<file path="config.mk">
export PLATFORM = sky130hd
export DESIGN_NAME = link_quality_window_stats
export DESIGN_NICKNAME = d
export VERILOG_FILES = /design/src/lqws_pkg.sv /design/src/link_quality_window_stats.sv
export SDC_FILE = /design/constraint.sdc
export NUM_CORES = 2
export LEC_CHECK = 0
export ABC_AREA = 1
export BUFFER_PORTS_ARGS = -buffer_cell sky130_fd_sc_hd__buf_2
export CORE_UTILIZATION = 30
export CTS_BUF_LIST = sky130_fd_sc_hd__clkbuf_4 sky130_fd_sc_hd__clkbuf_8
export CTS_CLUSTER_DIAMETER = 120
export DETAILED_ROUTE_END_ITERATION = 8
export SLEW_MARGIN = 30
export SYNTH_ARGS = -nofsm -noshare
export SYNTH_HDL_FRONTEND = slang
export SYNTH_SLANG_ARGS = --single-unit
export TNS_END_PERCENT = 50
</file>
<file path="constraint.sdc">
create_clock -name aclk -period 11.2 [get_ports aclk]
set_clock_uncertainty 0.05 [all_clocks]
set_input_delay 1.12 -clock aclk [delete_from_list [all_inputs] [get_ports aclk]]
set_output_delay 1.12 -clock aclk [all_outputs]
set_load 0.02 [all_outputs]
</file>
<file path="src/lqws_pkg.sv">
// Shared types and constants for the link quality window statistics block.
// No dependencies.
package lqws_pkg;

    // Quotient register width of the shared divider (covers successes << 16)
    localparam int DIV_W = 48;
    // Divisor and remainder width of the shared divider
    localparam int DSR_W = 32;

    // Success rate of one in Q1.16, the saturation ceiling
    localparam logic [16:0] RATE_ONE = 17'd65536;
    // Mean RSSI reported when no delivered entry is in the window
    localparam logic signed [8:0] NO_SIGNAL_DBM = -9'sd120;

    // One history entry, 58 bits
    typedef struct packed {
        logic              delivered;
        logic signed [8:0] signal;
        logic signed [7:0] snr;
        logic [7:0]        retries;
        logic [31:0]       latency;
    } entry_t;

endpackage

</file>
<file path="src/link_quality_window_stats.sv">
// Sliding-window link statistics: ring of recent reports, counters and means.
// Uses lqws_pkg for the entry type and divider constants.
//
//   channel | direction | beat contents
//   s_      | in        | action, delivered, signal_dbm, snr_quarter_db, retry_count, latency_ms
//   m_      | out       | counters, window_fill, delivery_ratio and four window means
//
// Each beat runs a walk over the filled ring entries, one read per cycle from the ring memory,
// then five divisions, one quotient bit per cycle, through a single shared restoring divider.
// s_ready is high only while idle; the result is held on m_ until m_ready takes it.
// Synchronous active-low reset empties the window and zeroes both counters.
module link_quality_window_stats #(
    parameter int WINDOW_DEPTH = 16
) (
    input  logic                                   aclk,
    input  logic                                   aresetn,
    input  logic                                   s_valid,
    output logic                                   s_ready,
    input  logic                                   s_action,
    input  logic                                   s_delivered,
    input  logic signed [8:0]                      s_signal_dbm,
    input  logic signed [7:0]                      s_snr_quarter_db,
    input  logic [7:0]                             s_retry_count,
    input  logic [31:0]                            s_latency_ms,
    output logic                                   m_valid,
    input  logic                                   m_ready,
    output logic [31:0]                            m_total_count,
    output logic [31:0]                            m_success_count,
    output logic [$clog2(WINDOW_DEPTH + 1) - 1:0]  m_window_fill,
    output logic [16:0]                            m_delivery_ratio,
    output logic signed [8:0]                      m_mean_signal_dbm,
    output logic signed [7:0]                      m_mean_snr_quarter_db,
    output logic [15:0]                            m_mean_retries_q8,
    output logic [31:0]                            m_mean_latency_ms
);
    import lqws_pkg::*;

    localparam int CNT_W     = $clog2(WINDOW_DEPTH + 1);
    localparam int IDX_W     = (WINDOW_DEPTH > 1) ? $clog2(WINDOW_DEPTH) : 1;
    localparam int SIG_SUM_W = 9 + CNT_W;
    localparam int SNR_SUM_W = 8 + CNT_W;
    localparam int RTY_SUM_W = 8 + CNT_W;
    localparam int LAT_SUM_W = 32 + CNT_W;
    localparam int STEP_W    = $clog2(DIV_W);

    // Sequencer states
    localparam logic [2:0] ST_IDLE  = 3'd0;
    localparam logic [2:0] ST_SCAN  = 3'd1;
    localparam logic [2:0] ST_LOAD  = 3'd2;
    localparam logic [2:0] ST_DIV   = 3'd3;
    localparam logic [2:0] ST_STORE = 3'd4;
    localparam logic [2:0] ST_OUT   = 3'd5;

    // Division jobs, run in this order
    localparam logic [2:0] OP_RATE  = 3'd0;
    localparam logic [2:0] OP_SIG   = 3'd1;
    localparam logic [2:0] OP_SNR   = 3'd2;
    localparam logic [2:0] OP_RETRY = 3'd3;
    localparam logic [2:0] OP_LAT   = 3'd4;

    // Ring memory
    entry_t ring_mem [WINDOW_DEPTH];
    entry_t rd_data_reg;
    entry_t wr_entry;
    logic   wr_en;
    logic   rd_en;

    logic [2:0]                 state_reg, state_next;
    logic [2:0]                 op_reg, op_next;
    logic [31:0]                total_reg, total_next;
    logic [31:0]                succ_reg, succ_next;
    logic [CNT_W-1:0]           fill_reg, fill_next;
    logic [IDX_W-1:0]           slot_reg, slot_next;
    logic [CNT_W-1:0]           rd_idx_reg, rd_idx_next;
    logic                       rd_vld_reg, rd_vld_next;
    logic signed [SIG_SUM_W-1:0] sum_sig_reg, sum_sig_next;
    logic signed [SNR_SUM_W-1:0] sum_snr_reg, sum_snr_next;
    logic [RTY_SUM_W-1:0]       sum_rty_reg, sum_rty_next;
    logic [LAT_SUM_W-1:0]       sum_lat_reg, sum_lat_next;
    logic [CNT_W-1:0]           n_ok_reg, n_ok_next;
    logic [CNT_W-1:0]           n_lat_reg, n_lat_next;
    logic [DIV_W-1:0]           dvd_reg, dvd_next;
    logic [DSR_W-1:0]           dsr_reg, dsr_next;
    logic [DSR_W-1:0]           rem_reg, rem_next;
    logic [STEP_W-1:0]          step_reg, step_next;
    logic [16:0]                rate_reg, rate_next;
    logic signed [8:0]          msig_reg, msig_next;
    logic signed [7:0]          msnr_reg, msnr_next;
    logic [15:0]                mrty_reg, mrty_next;
    logic [31:0]                mlat_reg, mlat_next;

    logic [SIG_SUM_W-1:0]       sig_abs;
    logic [SNR_SUM_W-1:0]       snr_abs;
    logic [DSR_W:0]             trial;
    logic                       trial_ge;
    logic [8:0]                 sig_mag;
    logic [7:0]                 snr_mag;

    assign s_ready = (state_reg == ST_IDLE);
    assign m_valid = (state_reg == ST_OUT);

    assign wr_en = s_valid && s_ready && !s_action;
    assign rd_en = (state_reg == ST_SCAN) && (rd_idx_reg < fill_reg);

    always_comb begin
        wr_entry.delivered = s_delivered;
        wr_entry.signal    = s_signal_dbm;
        wr_entry.snr       = s_snr_quarter_db;
        wr_entry.retries   = s_retry_count;
        wr_entry.latency   = s_latency_ms;
    end

    // Write one report, read one entry per cycle during the walk
    always_ff @(posedge aclk) begin
        if (wr_en) begin
            ring_mem[slot_reg] <= wr_entry;
        end
        if (rd_en) begin
            rd_data_reg <= ring_mem[rd_idx_reg[IDX_W-1:0]];
        end
    end

    // Magnitudes of the signed sums and one restoring divider step
    assign sig_abs  = sum_sig_reg[SIG_SUM_W-1] ? SIG_SUM_W'(-sum_sig_reg) : sum_sig_reg;
    assign snr_abs  = sum_snr_reg[SNR_SUM_W-1] ? SNR_SUM_W'(-sum_snr_reg) : sum_snr_reg;
    assign trial    = {rem_reg, dvd_reg[DIV_W-1]};
    assign trial_ge = (trial >= {1'b0, dsr_reg});
    assign sig_mag  = dvd_reg[8:0];
    assign snr_mag  = dvd_reg[7:0];

    always_comb begin
        state_next   = state_reg;
        op_next      = op_reg;
        total_next   = total_reg;
        succ_next    = succ_reg;
        fill_next    = fill_reg;
        slot_next    = slot_reg;
        rd_idx_next  = rd_idx_reg;
        rd_vld_next  = rd_vld_reg;
        sum_sig_next = sum_sig_reg;
        sum_snr_next = sum_snr_reg;
        sum_rty_next = sum_rty_reg;
        sum_lat_next = sum_lat_reg;
        n_ok_next    = n_ok_reg;
        n_lat_next   = n_lat_reg;
        dvd_next     = dvd_reg;
        dsr_next     = dsr_reg;
        rem_next     = rem_reg;
        step_next    = step_reg;
        rate_next    = rate_reg;
        msig_next    = msig_reg;
        msnr_next    = msnr_reg;
        mrty_next    = mrty_reg;
        mlat_next    = mlat_reg;

        case (state_reg)
            ST_IDLE: begin
                // Take a beat: clear or record, then start the walk
                if (s_valid) begin
                    if (s_action) begin
                        total_next = '0;
                        succ_next  = '0;
                        fill_next  = '0;
                        slot_next  = '0;
                    end else begin
                        total_next = total_reg + 32'd1;
                        succ_next  = succ_reg + 32'(s_delivered);
                        slot_next  = (slot_reg == IDX_W'(WINDOW_DEPTH - 1)) ? '0
                                                                             : slot_reg + 1'b1;
                        if (fill_reg < CNT_W'(WINDOW_DEPTH)) begin
                            fill_next = fill_reg + 1'b1;
                        end
                    end
                    rd_idx_next  = '0;
                    rd_vld_next  = 1'b0;
                    sum_sig_next = '0;
                    sum_snr_next = '0;
                    sum_rty_next = '0;
                    sum_lat_next = '0;
                    n_ok_next    = '0;
                    n_lat_next   = '0;
                    state_next   = ST_SCAN;
                end
            end
            ST_SCAN: begin
                // Advance the read index and fold in the entry read last cycle
                rd_vld_next = rd_en;
                if (rd_en) begin
                    rd_idx_next = rd_idx_reg + 1'b1;
                end
                if (rd_vld_reg) begin
                    sum_rty_next = sum_rty_reg + RTY_SUM_W'(rd_data_reg.retries);
                    if (rd_data_reg.delivered) begin
                        sum_sig_next = sum_sig_reg + SIG_SUM_W'(rd_data_reg.signal);
                        sum_snr_next = sum_snr_reg + SNR_SUM_W'(rd_data_reg.snr);
                        n_ok_next    = n_ok_reg + 1'b1;
                        if (rd_data_reg.latency != 32'd0) begin
                            sum_lat_next = sum_lat_reg + LAT_SUM_W'(rd_data_reg.latency);
                            n_lat_next   = n_lat_reg + 1'b1;
                        end
                    end
                end
                if (!rd_en && !rd_vld_reg) begin
                    op_next    = OP_RATE;
                    state_next = ST_LOAD;
                end
            end
            ST_LOAD: begin
                // Load dividend and divisor for the current job
                rem_next  = '0;
                step_next = '0;
                case (op_reg)
                    OP_RATE: begin
                        dvd_next = DIV_W'({succ_reg, 16'h0000});
                        dsr_next = total_reg;
                    end
                    OP_SIG: begin
                        dvd_next = DIV_W'(sig_abs);
                        dsr_next = DSR_W'(n_ok_reg);
                    end
                    OP_SNR: begin
                        dvd_next = DIV_W'(snr_abs);
                        dsr_next = DSR_W'(n_ok_reg);
                    end
                    OP_RETRY: begin
                        dvd_next = DIV_W'({sum_rty_reg, 8'h00});
                        dsr_next = DSR_W'(fill_reg);
                    end
                    default: begin
                        dvd_next = DIV_W'(sum_lat_reg);
                        dsr_next = DSR_W'(n_lat_reg);
                    end
                endcase
                state_next = ST_DIV;
            end
            ST_DIV: begin
                // One quotient bit per cycle
                rem_next = trial_ge ? DSR_W'(trial - {1'b0, dsr_reg}) : trial[DSR_W-1:0];
                dvd_next = {dvd_reg[DIV_W-2:0], trial_ge};
                if (step_reg == STEP_W'(DIV_W - 1)) begin
                    state_next = ST_STORE;
                end else begin
                    step_next = step_reg + 1'b1;
                end
            end
            ST_STORE: begin
                // Drop the quotient into its result, with the empty-set values
                case (op_reg)
                    OP_RATE: begin
                        if (total_reg == 32'd0) begin
                            rate_next = '0;
                        end else if (dvd_reg > DIV_W'(RATE_ONE)) begin
                            rate_next = RATE_ONE;
                        end else begin
                            rate_next = dvd_reg[16:0];
                        end
                    end
                    OP_SIG: begin
                        if (n_ok_reg == '0) begin
                            msig_next = NO_SIGNAL_DBM;
                        end else begin
                            msig_next = sum_sig_reg[SIG_SUM_W-1] ? 9'(-sig_mag) : sig_mag;
                        end
                    end
                    OP_SNR: begin
                        if (n_ok_reg == '0) begin
                            msnr_next = '0;
                        end else begin
                            msnr_next = sum_snr_reg[SNR_SUM_W-1] ? 8'(-snr_mag) : snr_mag;
                        end
                    end
                    OP_RETRY: begin
                        mrty_next = (fill_reg == '0) ? 16'd0 : dvd_reg[15:0];
                    end
                    default: begin
                        mlat_next = (n_lat_reg == '0) ? 32'd0 : dvd_reg[31:0];
                    end
                endcase
                if (op_reg == OP_LAT) begin
                    state_next = ST_OUT;
                end else begin
                    op_next    = op_reg + 3'd1;
                    state_next = ST_LOAD;
                end
            end
            ST_OUT: begin
                // Hold the result until it is taken
                if (m_ready) begin
                    state_next = ST_IDLE;
                end
            end
            default: begin
                state_next = ST_IDLE;
            end
        endcase
    end

    always_ff @(posedge aclk) begin
        if (!aresetn) begin
            state_reg  <= ST_IDLE;
            op_reg     <= OP_RATE;
            total_reg  <= '0;
            succ_reg   <= '0;
            fill_reg   <= '0;
            slot_reg   <= '0;
            rd_idx_reg <= '0;
            rd_vld_reg <= 1'b0;
            step_reg   <= '0;
        end else begin
            state_reg  <= state_next;
            op_reg     <= op_next;
            total_reg  <= total_next;
            succ_reg   <= succ_next;
            fill_reg   <= fill_next;
            slot_reg   <= slot_next;
            rd_idx_reg <= rd_idx_next;
            rd_vld_reg <= rd_vld_next;
            step_reg   <= step_next;
        end
    end

    // Datapath registers
    always_ff @(posedge aclk) begin
        sum_sig_reg <= sum_sig_next;
        sum_snr_reg <= sum_snr_next;
        sum_rty_reg <= sum_rty_next;
        sum_lat_reg <= sum_lat_next;
        n_ok_reg    <= n_ok_next;
        n_lat_reg   <= n_lat_next;
        dvd_reg     <= dvd_next;
        dsr_reg     <= dsr_next;
        rem_reg     <= rem_next;
        rate_reg    <= rate_next;
        msig_reg    <= msig_next;
        msnr_reg    <= msnr_next;
        mrty_reg    <= mrty_next;
        mlat_reg    <= mlat_next;
    end

    assign m_total_count         = total_reg;
    assign m_success_count       = succ_reg;
    assign m_window_fill         = fill_reg;
    assign m_delivery_ratio      = rate_reg;
    assign m_mean_signal_dbm     = msig_reg;
    assign m_mean_snr_quarter_db = msnr_reg;
    assign m_mean_retries_q8     = mrty_reg;
    assign m_mean_latency_ms     = mlat_reg;

endmodule
</file>
==> metrics <==
Worst Path Required=11.93 ns; Die Width=458 um; clock tree sinks=1358; initial core utilization=30.3%; DP HPWL=111000 um; slowest stage delay, CP=0.79 ns; placer congestion estimate=0.915; Critical Path AT=4.46 ns; CTS Buf Count=215; cts repair resizes=0; crit path cell chain=inv_8 -> buf_4 -> buf_4 -> nor2_1 -> o32ai_1 -> o211ai_1 -> nand3_1; TritonRoute pass-1 iters=6; Core Util, Final=34.4%; Crit Path Class=register to register; post-synthesis cell type count=60; RSZ-0062 raised after global routing=false; Top FF cell, synth=edfxtp_1; io pins=216; drt via density=4.99; maximum clock path buffer count=3; clk_lat worst skew=0.94 ns; total number of yosys warnings=0; final net count=6196; max_cap viols=0; top cells by count, synth=edfxtp_1, nand2_1, nor2_1; Die Y=458 um; status=finished clean; CTS tree=yes; Synth Area per Inst=10.8 um^2; Crit. End Element=register; Netlist Area Pre-Place=62400 um^2; Mapped Nets=5957; Setup violations, final=0; final hold violation count=0; DRC viols=0; reg2reg setup slack=7.48 ns; vias=44300; #FFs+latches synth=1358; layout cells sized above 1=12.6%; number of synthesized flops with an enable pin=1267; vias in the first global route=42700; Root Driver=clkbuf_8; DIE AREA=210000 um^2; crit path max-delay cell type=buf_4; Peak VDD IR=0.000145 V; max reg flops=928; IO Port Bufs=215; Slew HR=33.7%; Leak=25.5 nW; min Tclk post-route=3.72 ns; GRT Util Overall=16.2%; initial antenna violation count=35; clk slew on worst S/H paths=0.07 ns; Yosys top cell area share=61.0%; CTS Hold Bufs=0; setup_tns=0 ns; DRT iter0 DRCs=4239; fmax=269 MHz; worst min path class=register to register; Slew @ Worst Pin=0.995 ns; startpoint types=register; antenna-violating nets left=0; Mapped Cells=5764; first-pass GRT wire length=262000 um; Tcrit/Tclk final=33.2%; Async S/R FF share, synth=0%; largest net degree at the start of global routing=194; Most common cell on crit path=buf_4; number of post-CTS setup repair buffers=0; count leader, synth=edfxtp_1; Overflow after GRT=0; Routed WL per cell=19.7 um; final wirelength=175000 um; top cells by area, synth=edfxtp_1, nand2_1, nor2_1; Core Region=206000 um^2; pwr/cell area=213 nW/um^2; sequential cell area fraction in the yosys report=63.9%; CP Max Fanout=116; Layout area overhead=13.4%; row count=166; Synth area leader=edfxtp_1; H-tree depth=4; Final Max Tran Viols=0
## area by class of cell
cell class	count	area (um^2)
sequential	1358	39900
inverter	492	1850
tap	2688	3360
antenna	9	22.5
timing repair buffer	275	1700
fill	20400	135000
clock buffer	304	3680
clock inverter	91	692
multi-input combinational	3661	19500
## where the power goes
group	switching [mW]	total [mW]	internal, mW
clock	2.04	4.32	2.28
sequential	0.366	6.47	6.10
combinational	2.97	4.27	1.30
## path summary, 6_finish.rpt
kind	start	endpoint	cells after the start
worst min-delay path	m_total_count[31]	m_total_count[31]	2
worst max register to register	rd_idx_reg[0]	rd_data_reg[46]	7
worst max-delay path	rd_idx_reg[0]	rd_data_reg[46]	7
worst min register to register	m_total_count[31]	m_total_count[31]	2
## per-stage QoR
step	instances	cell area [um^2]	hold WS, ns	total power [mW]	setup WS (ns)
6_report	8878	70700	0.452	15.1	7.48
5_1_grt	8872	70700	0.439	15.9	7.25
4_1_cts	8867	70600	0.405	15.1	7.48
3_5_place_dp	8472	66300	0.440	10.8	7.16
3_3_place_gp	8469	66100	0.434	10.7	7.09
2_1_floorplan	5764	62400	0.425	9.54	5.11
## worst max-delay path: cells and delay by family (launching register included)
family                 cells  cell delay (ns)
buffers and inverters      3             2.16
DFF                        1             0.59
and+or+nand+nor            2             0.22
AOI/OAI and AO/OA          2             0.44
## logic make-up (layout without fill, tap and decap cells)
kind of cell | after synthesis | after routing | synth area share [%]
buf+inv | 745 | 1162 | 5.03
fa+ha+maj | 130 | 130 | 2.67
xor+xnor | 44 | 44 | 0.618
compound gates | 977 | 977 | 9.74
flops | 1358 | 1358 | 63.9
other cells | 0 | 9 | 0
simple gates | 2416 | 2416 | 16.5
mux | 94 | 94 | 1.51
## cell usage in the layout, fill, tap and decap left out, types with 41 or more instances in the layout
cell      Yosys  final
inv_1       466    463
buf_2        81    215
ha_1        125    125
o32ai_1     138    138
nand4_1      50     50
edfxtp_1   1267   1267
clkinv_1      4     42
nor2_1      940    922
clkbuf_8      0    223
dfxtp_1      91     88
buf_4        18     41
mux2i_1      94     94
a21oi_1     240    240
clkbuf_4      0     81
o21ai_0     368    368
nor3_1       65     62
nand3_1     260    260
o221ai_1     97     97
nand2_1     940    939
## metal layers
metal | share of wire, % | wire (um) | GRT usage (%) | up-vias
met5 | 0.039 | 69 | 0 | -
li1 | - | - | - | 20900
met4 | 2.6 | 4480 | 4.45 | 12
met1 | 44 | 77400 | 21.9 | 21500
met3 | 6.7 | 11700 | 3.00 | 306
met2 | 46 | 81000 | 26.6 | 1530
(Power assumes the default switching activity.)
